`config.mk`:
```
export PLATFORM = sky130hd
export DESIGN_NAME = periodic_alarm_scheduler_flat
export DESIGN_NICKNAME = d
export VERILOG_FILES = /design/src/hdl/pas_pkg.sv /design/src/hdl/pas_cmd_if.sv /design/src/hdl/pas_evt_if.sv /design/src/hdl/pas_ram.sv /design/src/hdl/pas_rem_div.sv /design/src/hdl/periodic_alarm_scheduler.sv /design/src/flat_wrapper.sv
export SDC_FILE = /design/constraint.sdc
export NUM_CORES = 2
export LEC_CHECK = 0
export BUFFER_PORTS_ARGS = -buffer_cell sky130_fd_sc_hd__buf_2
export CORE_MARGIN = 2
export CORE_UTILIZATION = 40
export CTS_CLUSTER_DIAMETER = 50
export CTS_CLUSTER_SIZE = 10
export DETAILED_ROUTE_END_ITERATION = 6
export GPL_ROUTABILITY_DRIVEN = 0
export HOLD_SLACK_MARGIN = 0.15
export PLACE_DENSITY = 0.58
export SLEW_MARGIN = 20
export SYNTH_ARGS = -nofsm -noshare
export SYNTH_HDL_FRONTEND = slang
export SYNTH_SLANG_ARGS = --single-unit
```
`constraint.sdc`:
```
create_clock -name clk -period 18.9 [get_ports clk]
set_input_delay 5.67 -clock clk [delete_from_list [all_inputs] [get_ports clk]]
set_output_delay 5.67 -clock clk [all_outputs]
set_load 0.02 [all_outputs]
```
`src/hdl/pas_pkg.sv`:
```
`timescale 1ns / 1ps
`default_nettype none

package pas_pkg;

	// table size
	localparam int NUM_ALARMS = 8;
	localparam int IDX_W      = (NUM_ALARMS > 1) ? $clog2(NUM_ALARMS) : 1;
	localparam int CNT_W      = $clog2(NUM_ALARMS + 1);

	// field widths
	localparam int OP_W      = 2;
	localparam int IN_TIME_W = 63;
	localparam int SLOT_W    = 3;
	localparam int TIME_W    = 64;
	localparam int STAMP_W   = 32;
	localparam int DIV_CNT_W = $clog2(TIME_W);

	localparam logic [STAMP_W-1:0] STAMP_MAX = '1;

	// op codes
	localparam logic [OP_W-1:0] OP_PUMP     = 2'd0;
	localparam logic [OP_W-1:0] OP_ONE_SHOT = 2'd1;
	localparam logic [OP_W-1:0] OP_PERIODIC = 2'd2;
	localparam logic [OP_W-1:0] OP_CANCEL   = 2'd3;

	typedef struct packed {
		logic              start;
		logic [TIME_W-1:0] dividend;
		logic [TIME_W-1:0] divisor;
	} div_req_t;

	typedef struct packed {
		logic              done;
		logic [TIME_W-1:0] rem;
	} div_rsp_t;

endpackage

`default_nettype wire

```
`src/hdl/pas_cmd_if.sv`:
```
`timescale 1ns / 1ps
`default_nettype none

interface pas_cmd_if;
	logic                           valid;
	logic                           ready;
	logic [pas_pkg::OP_W-1:0]       op;
	logic [pas_pkg::IN_TIME_W-1:0]  now;
	logic [pas_pkg::SLOT_W-1:0]     slot;
	logic [pas_pkg::IN_TIME_W-1:0]  delay;
	logic [pas_pkg::IN_TIME_W-1:0]  start_time;
	logic [pas_pkg::IN_TIME_W-1:0]  repeat_period;
	logic                           has_handler;

	modport source (output valid, op, now, slot, delay, start_time, repeat_period,
		has_handler, input ready);
	modport sink (input valid, op, now, slot, delay, start_time, repeat_period,
		has_handler, output ready);
endinterface

`default_nettype wire

```
`src/hdl/pas_evt_if.sv`:
```
`timescale 1ns / 1ps
`default_nettype none

interface pas_evt_if;
	logic                       valid;
	logic                       ready;
	logic [pas_pkg::SLOT_W-1:0] fired_slot;
	logic                       last;

	modport source (output valid, fired_slot, last, input ready);
	modport sink (input valid, fired_slot, last, output ready);
endinterface

`default_nettype wire

```
`src/hdl/pas_ram.sv`:
```
`timescale 1ns / 1ps
`default_nettype none

module pas_ram #(
	parameter int WIDTH = 8,
	parameter int DEPTH = 8,
	localparam int AW = (DEPTH > 1) ? $clog2(DEPTH) : 1
) (
	input  wire logic             clk,
	input  wire logic             we,
	input  wire logic [AW-1:0]    waddr,
	input  wire logic [WIDTH-1:0] wdata,
	input  wire logic             re,
	input  wire logic [AW-1:0]    raddr,
	output logic      [WIDTH-1:0] rdata
);

	logic [WIDTH-1:0] mem [DEPTH];

	always_ff @(posedge clk) begin
		if (we) begin
			mem[waddr] <= wdata;
		end
		if (re) begin
			rdata <= mem[raddr];
		end
	end

endmodule

`default_nettype wire

```
`src/hdl/pas_rem_div.sv`:
```
`timescale 1ns / 1ps
`default_nettype none

// Restoring remainder unit, one dividend bit per cycle.
module pas_rem_div (
	input  wire logic              clk,
	input  wire logic              arst_n,
	input  wire pas_pkg::div_req_t req,
	output pas_pkg::div_rsp_t      rsp
);

	logic                            busy_q;
	logic                            done_q;
	logic [pas_pkg::DIV_CNT_W-1:0]   cnt_q;
	logic [pas_pkg::TIME_W-1:0]      dvd_q;
	logic [pas_pkg::TIME_W-1:0]      dsr_q;
	logic [pas_pkg::TIME_W-1:0]      rem_q;
	logic [pas_pkg::TIME_W:0]        trial;
	logic                            fits;

	assign trial = {rem_q, dvd_q[pas_pkg::TIME_W-1]};
	assign fits  = trial >= {1'b0, dsr_q};

	always_ff @(posedge clk or negedge arst_n) begin
		if (!arst_n) begin
			busy_q <= 1'b0;
			done_q <= 1'b0;
			cnt_q  <= '0;
			dvd_q  <= '0;
			dsr_q  <= '0;
			rem_q  <= '0;
		end else begin
			done_q <= 1'b0;
			if (req.start) begin
				busy_q <= 1'b1;
				cnt_q  <= pas_pkg::DIV_CNT_W'(pas_pkg::TIME_W - 1);
				dvd_q  <= req.dividend;
				dsr_q  <= req.divisor;
				rem_q  <= '0;
			end else if (busy_q) begin
				// shift in one bit, subtract where it fits
				if (fits) begin
					rem_q <= pas_pkg::TIME_W'(trial - {1'b0, dsr_q});
				end else begin
					rem_q <= trial[pas_pkg::TIME_W-1:0];
				end
				dvd_q <= {dvd_q[pas_pkg::TIME_W-2:0], 1'b0};
				cnt_q <= cnt_q - 1'b1;
				if (cnt_q == '0) begin
					busy_q <= 1'b0;
					done_q <= 1'b1;
				end
			end
		end
	end

	assign rsp.done = done_q;
	assign rsp.rem  = rem_q;

endmodule

`default_nettype wire

```
`src/hdl/periodic_alarm_scheduler.sv`:
```
`timescale 1ns / 1ps
`default_nettype none

// Channel | Role  | Payload                                             | Moves
// cmd     | sink  | op, now, slot, delay, start_time, repeat_period,    | one transfer per item
//         |       | has_handler                                         |
// evt     | source| fired_slot, last                                    | one transfer per report
//
// Items are taken one at a time; cmd.ready is high only while the sequencer is idle.
// A cancel completes in the idle state; a set passes through the arming state, and a periodic
// set with catch-up first waits in the divide state (one remainder bit per cycle in the divider).
// A pump scans all slots through the table memories, one read per cycle, and scans again after
// each firing. The alarm table is cleared at reset by valid bits; no clearing pass is needed.
// When the order stamp counter runs full, a renumbering pass runs before the insertion. A
// stalled evt holds the sequencer only when a report has to be pushed; the final report waits
// in the output register while new items go in.
module periodic_alarm_scheduler (
	input wire logic clk,
	input wire logic arst_n,
	pas_cmd_if.sink  cmd,
	pas_evt_if.source evt
);

	localparam int N = pas_pkg::NUM_ALARMS;
	localparam int IW = pas_pkg::IDX_W;
	localparam int CW = pas_pkg::CNT_W;
	localparam int TW = pas_pkg::TIME_W;
	localparam int SW = pas_pkg::STAMP_W;

	localparam logic [3:0] S_IDLE   = 4'd0;
	localparam logic [3:0] S_DIV    = 4'd1;
	localparam logic [3:0] S_ARM    = 4'd2;
	localparam logic [3:0] S_SCAN   = 4'd3;
	localparam logic [3:0] S_FIRE   = 4'd4;
	localparam logic [3:0] S_REARM  = 4'd5;
	localparam logic [3:0] S_DONE   = 4'd6;
	localparam logic [3:0] S_RN_OUT = 4'd7;
	localparam logic [3:0] S_RN_HD  = 4'd8;
	localparam logic [3:0] S_RN_IN  = 4'd9;
	localparam logic [3:0] S_RN_WR  = 4'd10;

	logic [3:0]    state_q;

	// per-slot flags in flops, cleared at reset
	logic [N-1:0]  armed_q;
	logic [N-1:0]  hnd_q;
	logic [SW-1:0] stamp_cnt_q;

	// item and arming registers
	logic [TW-1:0] now_q;
	logic [TW-1:0] nowp_q;
	logic [TW-1:0] when_q;
	logic [TW-1:0] per_q;
	logic [TW-1:0] ftp_q;
	logic [IW-1:0] arm_idx_q;
	logic          ret_pump_q;

	// scan engine
	logic [CW-1:0] rd_cnt_q;
	logic          rd_vld_s1;
	logic [IW-1:0] rd_idx_s1;
	logic          found_q;
	logic [IW-1:0] best_idx_q;
	logic [TW-1:0] best_ft_q;
	logic [TW-1:0] best_per_q;
	logic [SW-1:0] best_st_q;

	// report buffering
	logic          pend_vld_q;
	logic [IW-1:0] pend_idx_q;
	logic          out_vld_q;
	logic [pas_pkg::SLOT_W-1:0] out_slot_q;
	logic          out_last_q;

	// stamp renumbering
	logic [CW-1:0] rn_cnt_q;
	logic [SW-1:0] stamp_i_q;
	logic [IW-1:0] rank_acc_q;
	logic [IW-1:0] rank_q [N];

	// memory ports
	logic            rd_en;
	logic [IW-1:0]   rd_addr;
	logic            tp_we;
	logic [2*TW-1:0] tp_wdata;
	logic [2*TW-1:0] tp_rdata;
	logic            st_we;
	logic [IW-1:0]   st_waddr;
	logic [SW-1:0]   st_wdata;
	logic [SW-1:0]   st_rdata;

	logic [TW-1:0] rd_ft;
	logic [TW-1:0] rd_per;
	logic          scan_issue;
	logic          loop_done;
	logic          acc;
	logic          slot_ok;
	logic [IW-1:0] s_idx;
	logic [IW-1:0] rn_idx;
	logic          rn_end;
	logic          out_free;
	logic          out_push;
	logic          cand;
	logic          better;
	logic          fire_hnd;
	logic          need_push;
	logic [TW-1:0] in_now;
	logic [TW-1:0] in_start;
	logic [TW-1:0] in_per;
	logic          div_go;

	pas_pkg::div_req_t div_req;
	pas_pkg::div_rsp_t div_rsp;

	assign acc      = cmd.valid && cmd.ready;
	assign slot_ok  = 32'(cmd.slot) < N;
	assign s_idx    = IW'(cmd.slot);
	assign rn_idx   = rn_cnt_q[IW-1:0];
	assign rn_end   = rn_cnt_q == CW'(N);
	assign out_free = !out_vld_q || evt.ready;
	assign in_now   = TW'(cmd.now);
	assign in_start = TW'(cmd.start_time);
	assign in_per   = TW'(cmd.repeat_period);

	assign rd_ft  = tp_rdata[2*TW-1:TW];
	assign rd_per = tp_rdata[TW-1:0];

	assign loop_done = (rd_cnt_q == CW'(N)) && !rd_vld_s1;

	// candidate compare on the entry just read
	assign cand   = armed_q[rd_idx_s1] && (rd_ft <= now_q);
	assign better = !found_q || (rd_ft < best_ft_q) ||
		((rd_ft == best_ft_q) && (st_rdata < best_st_q));

	assign fire_hnd  = hnd_q[best_idx_q];
	assign need_push = fire_hnd && pend_vld_q;

	// a report enters the output register this cycle
	assign out_push = out_free && (((state_q == S_FIRE) && need_push) ||
		((state_q == S_DONE) && pend_vld_q));

	// catch-up of a periodic set needs the remainder of (now - start) / period
	assign div_go = acc && (cmd.op == pas_pkg::OP_PERIODIC) && slot_ok &&
		(in_per != '0) && (in_start <= in_now);

	assign div_req.start    = div_go;
	assign div_req.dividend = in_now - in_start;
	assign div_req.divisor  = in_per;

	pas_rem_div u_div (
		.clk    (clk),
		.arst_n (arst_n),
		.req    (div_req),
		.rsp    (div_rsp)
	);

	// fire time and period
	pas_ram #(.WIDTH(2 * TW), .DEPTH(N)) u_time_ram (
		.clk   (clk),
		.we    (tp_we),
		.waddr (arm_idx_q),
		.wdata (tp_wdata),
		.re    (rd_en),
		.raddr (rd_addr),
		.rdata (tp_rdata)
	);

	// insertion stamps
	pas_ram #(.WIDTH(SW), .DEPTH(N)) u_stamp_ram (
		.clk   (clk),
		.we    (st_we),
		.waddr (st_waddr),
		.wdata (st_wdata),
		.re    (rd_en),
		.raddr (rd_addr),
		.rdata (st_rdata)
	);

	always_comb begin
		rd_en      = 1'b0;
		rd_addr    = '0;
		scan_issue = 1'b0;
		tp_we      = 1'b0;
		tp_wdata   = {when_q, per_q};
		st_we      = 1'b0;
		st_waddr   = arm_idx_q;
		st_wdata   = stamp_cnt_q;
		// sweep the table, one entry per cycle
		if (((state_q == S_SCAN) || (state_q == S_RN_IN)) && (rd_cnt_q < CW'(N))) begin
			scan_issue = 1'b1;
			rd_en      = 1'b1;
			rd_addr    = rd_cnt_q[IW-1:0];
		end
		// fetch the stamp being ranked
		if ((state_q == S_RN_OUT) && !rn_end && armed_q[rn_idx]) begin
			rd_en   = 1'b1;
			rd_addr = rn_idx;
		end
		// write the new entry
		if ((state_q == S_ARM) && (stamp_cnt_q != pas_pkg::STAMP_MAX)) begin
			tp_we = 1'b1;
			st_we = 1'b1;
		end
		// write back a rank
		if ((state_q == S_RN_WR) && !rn_end && armed_q[rn_idx]) begin
			st_we    = 1'b1;
			st_waddr = rn_idx;
			st_wdata = SW'(rank_q[rn_idx]);
		end
	end

	always_ff @(posedge clk or negedge arst_n) begin
		if (!arst_n) begin
			state_q     <= S_IDLE;
			armed_q     <= '0;
			hnd_q       <= '0;
			stamp_cnt_q <= '0;
			now_q       <= '0;
			nowp_q      <= '0;
			when_q      <= '0;
			per_q       <= '0;
			ftp_q       <= '0;
			arm_idx_q   <= '0;
			ret_pump_q  <= 1'b0;
			rd_cnt_q    <= '0;
			rd_vld_s1   <= 1'b0;
			rd_idx_s1   <= '0;
			found_q     <= 1'b0;
			best_idx_q  <= '0;
			best_ft_q   <= '0;
			best_per_q  <= '0;
			best_st_q   <= '0;
			pend_vld_q  <= 1'b0;
			pend_idx_q  <= '0;
			out_vld_q   <= 1'b0;
			out_slot_q  <= '0;
			out_last_q  <= 1'b0;
			rn_cnt_q    <= '0;
			stamp_i_q   <= '0;
			rank_acc_q  <= '0;
			rank_q      <= '{default: '0};
		end else begin
			rd_vld_s1 <= scan_issue;
			rd_idx_s1 <= rd_addr;
			if (scan_issue) begin
				rd_cnt_q <= rd_cnt_q + 1'b1;
			end
			// drop the result once the transfer completes and nothing replaces it
			if (evt.valid && evt.ready && !out_push) begin
				out_vld_q <= 1'b0;
			end

			unique case (state_q)
				S_IDLE: begin
					if (acc) begin
						now_q      <= in_now;
						nowp_q     <= in_now + in_per;
						ret_pump_q <= 1'b0;
						arm_idx_q  <= s_idx;
						unique case (cmd.op)
							pas_pkg::OP_PUMP: begin
								rd_cnt_q <= '0;
								found_q  <= 1'b0;
								state_q  <= S_SCAN;
							end
							pas_pkg::OP_ONE_SHOT: begin
								if (slot_ok) begin
									armed_q[s_idx] <= 1'b0;
									hnd_q[s_idx]   <= cmd.has_handler;
									per_q          <= '0;
									when_q         <= in_now + TW'(cmd.delay);
									state_q        <= S_ARM;
								end
							end
							pas_pkg::OP_PERIODIC: begin
								if (slot_ok) begin
									armed_q[s_idx] <= 1'b0;
									hnd_q[s_idx]   <= cmd.has_handler;
									per_q          <= in_per;
									when_q         <= in_start;
									state_q        <= div_go ? S_DIV : S_ARM;
								end
							end
							pas_pkg::OP_CANCEL: begin
								if (slot_ok) begin
									armed_q[s_idx] <= 1'b0;
									hnd_q[s_idx]   <= 1'b0;
								end
							end
						endcase
					end
				end
				S_DIV: begin
					// first fire time after now: now + period - remainder
					if (div_rsp.done) begin
						when_q  <= nowp_q - div_rsp.rem;
						state_q <= S_ARM;
					end
				end
				S_ARM: begin
					if (stamp_cnt_q == pas_pkg::STAMP_MAX) begin
						rn_cnt_q <= '0;
						state_q  <= S_RN_OUT;
					end else begin
						armed_q[arm_idx_q] <= 1'b1;
						stamp_cnt_q        <= stamp_cnt_q + 1'b1;
						if (ret_pump_q) begin
							rd_cnt_q <= '0;
							found_q  <= 1'b0;
							state_q  <= S_SCAN;
						end else begin
							state_q <= S_IDLE;
						end
					end
				end
				S_SCAN: begin
					if (rd_vld_s1 && cand && better) begin
						found_q    <= 1'b1;
						best_idx_q <= rd_idx_s1;
						best_ft_q  <= rd_ft;
						best_per_q <= rd_per;
						best_st_q  <= st_rdata;
					end
					if (loop_done) begin
						state_q <= found_q ? S_FIRE : S_DONE;
					end
				end
				S_FIRE: begin
					// hold while an earlier report cannot be pushed
					if (!(need_push && !out_free)) begin
						armed_q[best_idx_q] <= 1'b0;
						if (need_push) begin
							out_vld_q  <= 1'b1;
							out_slot_q <= pas_pkg::SLOT_W'(pend_idx_q);
							out_last_q <= 1'b0;
						end
						if (fire_hnd) begin
							pend_vld_q <= 1'b1;
							pend_idx_q <= best_idx_q;
						end
						ftp_q  <= best_ft_q + best_per_q;
						nowp_q <= now_q + best_per_q;
						if (best_per_q != '0) begin
							state_q <= S_REARM;
						end else begin
							rd_cnt_q <= '0;
							found_q  <= 1'b0;
							state_q  <= S_SCAN;
						end
					end
				end
				S_REARM: begin
					when_q     <= (ftp_q <= now_q) ? nowp_q : ftp_q;
					per_q      <= best_per_q;
					arm_idx_q  <= best_idx_q;
					ret_pump_q <= 1'b1;
					state_q    <= S_ARM;
				end
				S_DONE: begin
					if (!pend_vld_q) begin
						state_q <= S_IDLE;
					end else if (out_free) begin
						out_vld_q  <= 1'b1;
						out_slot_q <= pas_pkg::SLOT_W'(pend_idx_q);
						out_last_q <= 1'b1;
						pend_vld_q <= 1'b0;
						state_q    <= S_IDLE;
					end
				end
				S_RN_OUT: begin
					if (rn_end) begin
						rn_cnt_q <= '0;
						state_q  <= S_RN_WR;
					end else if (!armed_q[rn_idx]) begin
						rn_cnt_q <= rn_cnt_q + 1'b1;
					end else begin
						state_q <= S_RN_HD;
					end
				end
				S_RN_HD: begin
					stamp_i_q  <= st_rdata;
					rank_acc_q <= '0;
					rd_cnt_q   <= '0;
					state_q    <= S_RN_IN;
				end
				S_RN_IN: begin
					// rank = number of armed slots with an older stamp
					if (rd_vld_s1 && armed_q[rd_idx_s1] && (st_rdata < stamp_i_q)) begin
						rank_acc_q <= rank_acc_q + 1'b1;
					end
					if (loop_done) begin
						rank_q[rn_idx] <= rank_acc_q;
						rn_cnt_q       <= rn_cnt_q + 1'b1;
						state_q        <= S_RN_OUT;
					end
				end
				S_RN_WR: begin
					if (rn_end) begin
						stamp_cnt_q <= SW'($countones(armed_q));
						state_q     <= S_ARM;
					end else begin
						rn_cnt_q <= rn_cnt_q + 1'b1;
					end
				end
				default: begin
					state_q <= S_IDLE;
				end
			endcase
		end
	end

	assign cmd.ready      = state_q == S_IDLE;
	assign evt.valid      = out_vld_q;
	assign evt.fired_slot = out_slot_q;
	assign evt.last       = out_last_q;

endmodule

`default_nettype wire

```
`src/flat_wrapper.sv`:
```
// flat-port wrapper written by rule: the top's interface ports become plain ports
module periodic_alarm_scheduler_flat 
  (clk, arst_n, cmd_valid, cmd_op, cmd_now, cmd_slot, cmd_delay, cmd_start_time, cmd_repeat_period, cmd_has_handler, cmd_ready, evt_valid, evt_fired_slot, evt_last, evt_ready);
  pas_cmd_if cmd_i ();
  pas_evt_if evt_i ();
  input wire logic clk;
  input wire logic arst_n;
  input wire logic [$bits(cmd_i.valid)-1:0] cmd_valid;
  input wire logic [$bits(cmd_i.op)-1:0] cmd_op;
  input wire logic [$bits(cmd_i.now)-1:0] cmd_now;
  input wire logic [$bits(cmd_i.slot)-1:0] cmd_slot;
  input wire logic [$bits(cmd_i.delay)-1:0] cmd_delay;
  input wire logic [$bits(cmd_i.start_time)-1:0] cmd_start_time;
  input wire logic [$bits(cmd_i.repeat_period)-1:0] cmd_repeat_period;
  input wire logic [$bits(cmd_i.has_handler)-1:0] cmd_has_handler;
  output wire logic [$bits(cmd_i.ready)-1:0] cmd_ready;
  output wire logic [$bits(evt_i.valid)-1:0] evt_valid;
  output wire logic [$bits(evt_i.fired_slot)-1:0] evt_fired_slot;
  output wire logic [$bits(evt_i.last)-1:0] evt_last;
  input wire logic [$bits(evt_i.ready)-1:0] evt_ready;
  assign cmd_i.valid = cmd_valid;
  assign cmd_i.op = cmd_op;
  assign cmd_i.now = cmd_now;
  assign cmd_i.slot = cmd_slot;
  assign cmd_i.delay = cmd_delay;
  assign cmd_i.start_time = cmd_start_time;
  assign cmd_i.repeat_period = cmd_repeat_period;
  assign cmd_i.has_handler = cmd_has_handler;
  assign cmd_ready = cmd_i.ready;
  assign evt_valid = evt_i.valid;
  assign evt_fired_slot = evt_i.fired_slot;
  assign evt_last = evt_i.last;
  assign evt_i.ready = evt_ready;
  periodic_alarm_scheduler u_core (.clk(clk), .arst_n(arst_n), .cmd(cmd_i), .evt(evt_i));
endmodule
```
==> flow_summary.yaml <==
outcome:
  outcome: "finished with violations"
  violations: "DRC"
cells_and_area:
  layout-drive-gt1-share_pct: 9.069
  final_util_pct: 45.19
  fill_cells: 28718
  seqCellArea_um2: 63720
  finish.instance_area_um2: 138400
  largest_registers: "u_core.u_time_ram.mem x1024, u_core.u_stamp_ram.mem x256, u_core.u_time_ram.rdata x128"
  multi_input_area_um2: 55300
  top_register: "u_core.u_time_ram.mem"
  final_nets: 13471
  syn2layout_area_growth_pct: 12.24
  largest_register_ff_count: 1024
logic_synthesis:
  yosys-mux-area-fraction_pct: 3.382
  synth_edf_count: 1440
  synth-compound-area-share_pct: 14.11
  ys_types: 107
  synth_xor_area_share_pct: 2.933
  async_flop_share_pct: 36.23
  ys_seq_area_share_pct: 51.66
  synthAdderAreaFrac_pct: 7.402
  yosys_warnings: 0
  synth_area_per_cell_um2: 9.909
  synth_top_family_by_area: "simple AND/OR/NAND/NOR gates"
  synth_cells: 12445
  synth_top_flop_cell: "edfxtp_1"
  synth-seq-cells: 2258
  synth-simple-area-share_pct: 16.77
  synth_nets: 13430
  netlist_area_um2: 123300
critical_path:
  critical_path_required_ns: 19.69
  crit_top_cell: "o211ai_1"
  startpoint_type: "primary input"
  path_delay_family: "compound AO/OA/AOI/OAI gates"
  slowest_delay_ns: 1.12
  cp_data_arrival_time_ns: 10.39
  cp_slowest_cell: "a2111oi_0"
  cp-end-kind: "register"
  path_max_fanout: 4
  path_buf_inv: 2
  path_cells: "buf_2, ha_1, inv_1, fa_1, nand2b_1, a21oi_2, o211ai_1, a21oi_1, o211ai_1, a2111oi_0, or2_1, nand3_1, a41o_1, o31ai_2, xnor2_1, a221oi_1"
  path_class: "in2reg"
detailed_routing:
  highest_layer: "met5"
  drtAntennaViolNets: 0
  drtIter0Drc: 11910
  via_per_inst: 5.985
  vias: 101019
  drcViolationCount: 4
  first_pass_iters: 7
  dr_wl_met3_mm: 49.63
  wirelength_mm: 443.7
  m1WireLength_mm: 182.2
  post_drt_wl_per_cell_um: 26.29
  dr_wl_met2_mm: 187.3
cts:
  clk_latency_ns: 0.91
  tritoncts: "done"
  cts_made_buffers: 302
  ctsRootBufferMaster: "clkbuf_16"
  clkTransAtPathRegs_ns: 0.06
  hold_buffers: 0
  cts_resized: 0
  htree_levels: 5
  cts_sinks: 2258
  cts_setup_buffers: 0
  cts.path.max_buffers: 4
global_routing:
  grt_pass1_wl_mm: 644.5
  track_usage_pct: 27.40
  grt_max_degree: 175
  grt-ovfl-total: 0
  grt_pass1_vias: 94764
  antenna_found_initial: 57
job:
  cap_violations: 0
pwr:
  p_seq_share_pct: 35.6
  powerDensity_nw_per_um2: 173.5
  p_leak_nw: 58.16
  swShare_pct: 41.96
  clock_power_share_pct: 23.4
  peakVddDrop_uv: 110.5
  p_sw_w: 0.01008
  p_int_w: 0.01394
  power_w: 0.02402
  power.combinational.fraction_pct: 41.0
worst_hold_path:
  hold_path_class: "reg2reg"
timing:
  rsz0062_at_grt: "no"
  relSlewSlack_pct: 13.36
  setup-tns-final_ns: 0
  fmax_mhz: 104.2
  tightest_slew_ns: 1.267
  setup_viol: 0
  finalHoldViolations: 0
  period_needed_ns: 9.594
  report.final.slew_viol_count: 0
  clock_skew_ns: 0.05538
  fin_crit_sh_pct: 50.76
floorplan:
  core_area_um2: 306300
  rows: 203
  fp.dieArea_um2: 312800
  die_w_um: 559.3
  start_util_pct: 40.26
  pin_count: 268
  die-height_um: 559.3
placed_design:
  dp_hpwl_mm: 306.7
  dpl_cell_area_um2: 128500
  port_buffers: 267
## power by group through the flow
stage	clock network (W)	logic [W]	registers [W]
after global placement	0	0.00938	0.00850
final	0.00561	0.00985	0.00855
after floorplan	0	0.00682	0.00783
after CTS	0.00568	0.00962	0.00849
after global routing	0.00590	0.0107	0.00864
after detailed placement	0	0.00954	0.00856
## cell type report
class                      count  area share, %
clock buffer                 467          6.122
antenna                       42        0.07593
sequential                  2258          46.03
clock inverter                87         0.9283
multi-input combinational   9019          39.95
tap                         4100          3.706
timing repair buffer         391          1.786
inverter                     514          1.405
## layout by cell type (no fill, tap or decap), types with 266 or more instances in the layout
cell | synthesis | routed
nand2_1 | 2347 | 2343
edfxtp_1 | 1440 | 1440
nand3_1 | 1003 | 1003
o21ai_0 | 833 | 832
dfrtp_1 | 818 | 816
a21oi_1 | 722 | 722
ha_1 | 712 | 711
nor2_1 | 637 | 623
inv_1 | 510 | 509
a21o_1 | 381 | 381
clkbuf_16 | 0 | 308
buf_2 | 49 | 266
## worst paths after layout
check | start | to | slack [ns] | cells after the start
setup / recovery | cmd_repeat_period[0] | u_core.nowp_q[60] | 9.31 | 16
hold / removal | u_core.u_time_ram.rdata[57] | u_core.best_per_q[57] | 0.46 | 1
setup reg to reg | u_core.u_time_ram.rdata[121] | u_core.best_ft_q[62] | 12.17 | 14
hold reg to reg | u_core.u_time_ram.rdata[57] | u_core.best_per_q[57] | 0.46 | 1
max in group asynchronous | arst_n | u_core.when_q[46] | 11.30 | 4
min in group asynchronous | arst_n | u_core.rank_acc_q[2] | 4.78 | 1
## cells in the mapped netlist (all sizes together), types with 17 or more instances
library cell	number	area, µm²
nand2	2347	8810
edfxtp	1440	43240
nand3	1003	5020
o21ai	897	4493
dfrtp	818	20470
a21oi	726	3656
ha	712	8909
nor2	641	2431
clkbuf	544	2042
inv	512	1922
a21o	381	2860
xnor2	237	2076
mux2	233	2624
xor2	176	1541
a31oi	168	1057
nand4	147	919.6
mux2i	141	1411
buf	110	639.4
nor3	95	485.5
a211oi	87	663.1
nor2b	81	506.7
nand2b	74	462.9
o21bai	73	548.0
nor4	70	437.9
o21a	63	473.0
and2	58	362.8
and3	56	350.3
o211ai	55	422.9
o31ai	37	316.5
or3	35	219.0
o221ai	30	262.8
o22ai	26	168.9
a221oi	25	219.0
or2	24	150.1
a22oi	19	147.6
a21boi	17	127.6
and4	17	148.9
## per-layer routing
| metal | global-route usage (%) | vias to the layer above |
|---|---|---|
| li1 | - | 44956 |
| met1 | 37.47 | 49531 |
| met2 | 40.00 | 5334 |
| met3 | 7.325 | 1170 |
| met4 | 13.52 | 28 |
| met5 | 0 | - |
## per-stage QoR
step / setup slack, ns / cells / hold slack (ns)
floorplan: 4.409 / 12445 / 0.4390
global placement: 8.858 / 16281 / 0.4548
detailed placement: 8.815 / 16281 / 0.4538
CTS: 9.751 / 16835 / 0.4668
global route: 9.372 / 16848 / 0.4798
finish: 9.306 / 16878 / 0.4649
## kinds of logic (layout without fill, tap and decap cells)
kind of cell / count (synthesis) / in the layout
other cells: 0 / 42
compound gates: 2809 / 2809
flops: 2258 / 2258
fa+ha+maj: 723 / 723
buf+inv: 1168 / 1459
simple gates: 4694 / 4694
mux: 380 / 380
xor+xnor: 413 / 413
Power figures use the tool's default switching activity.
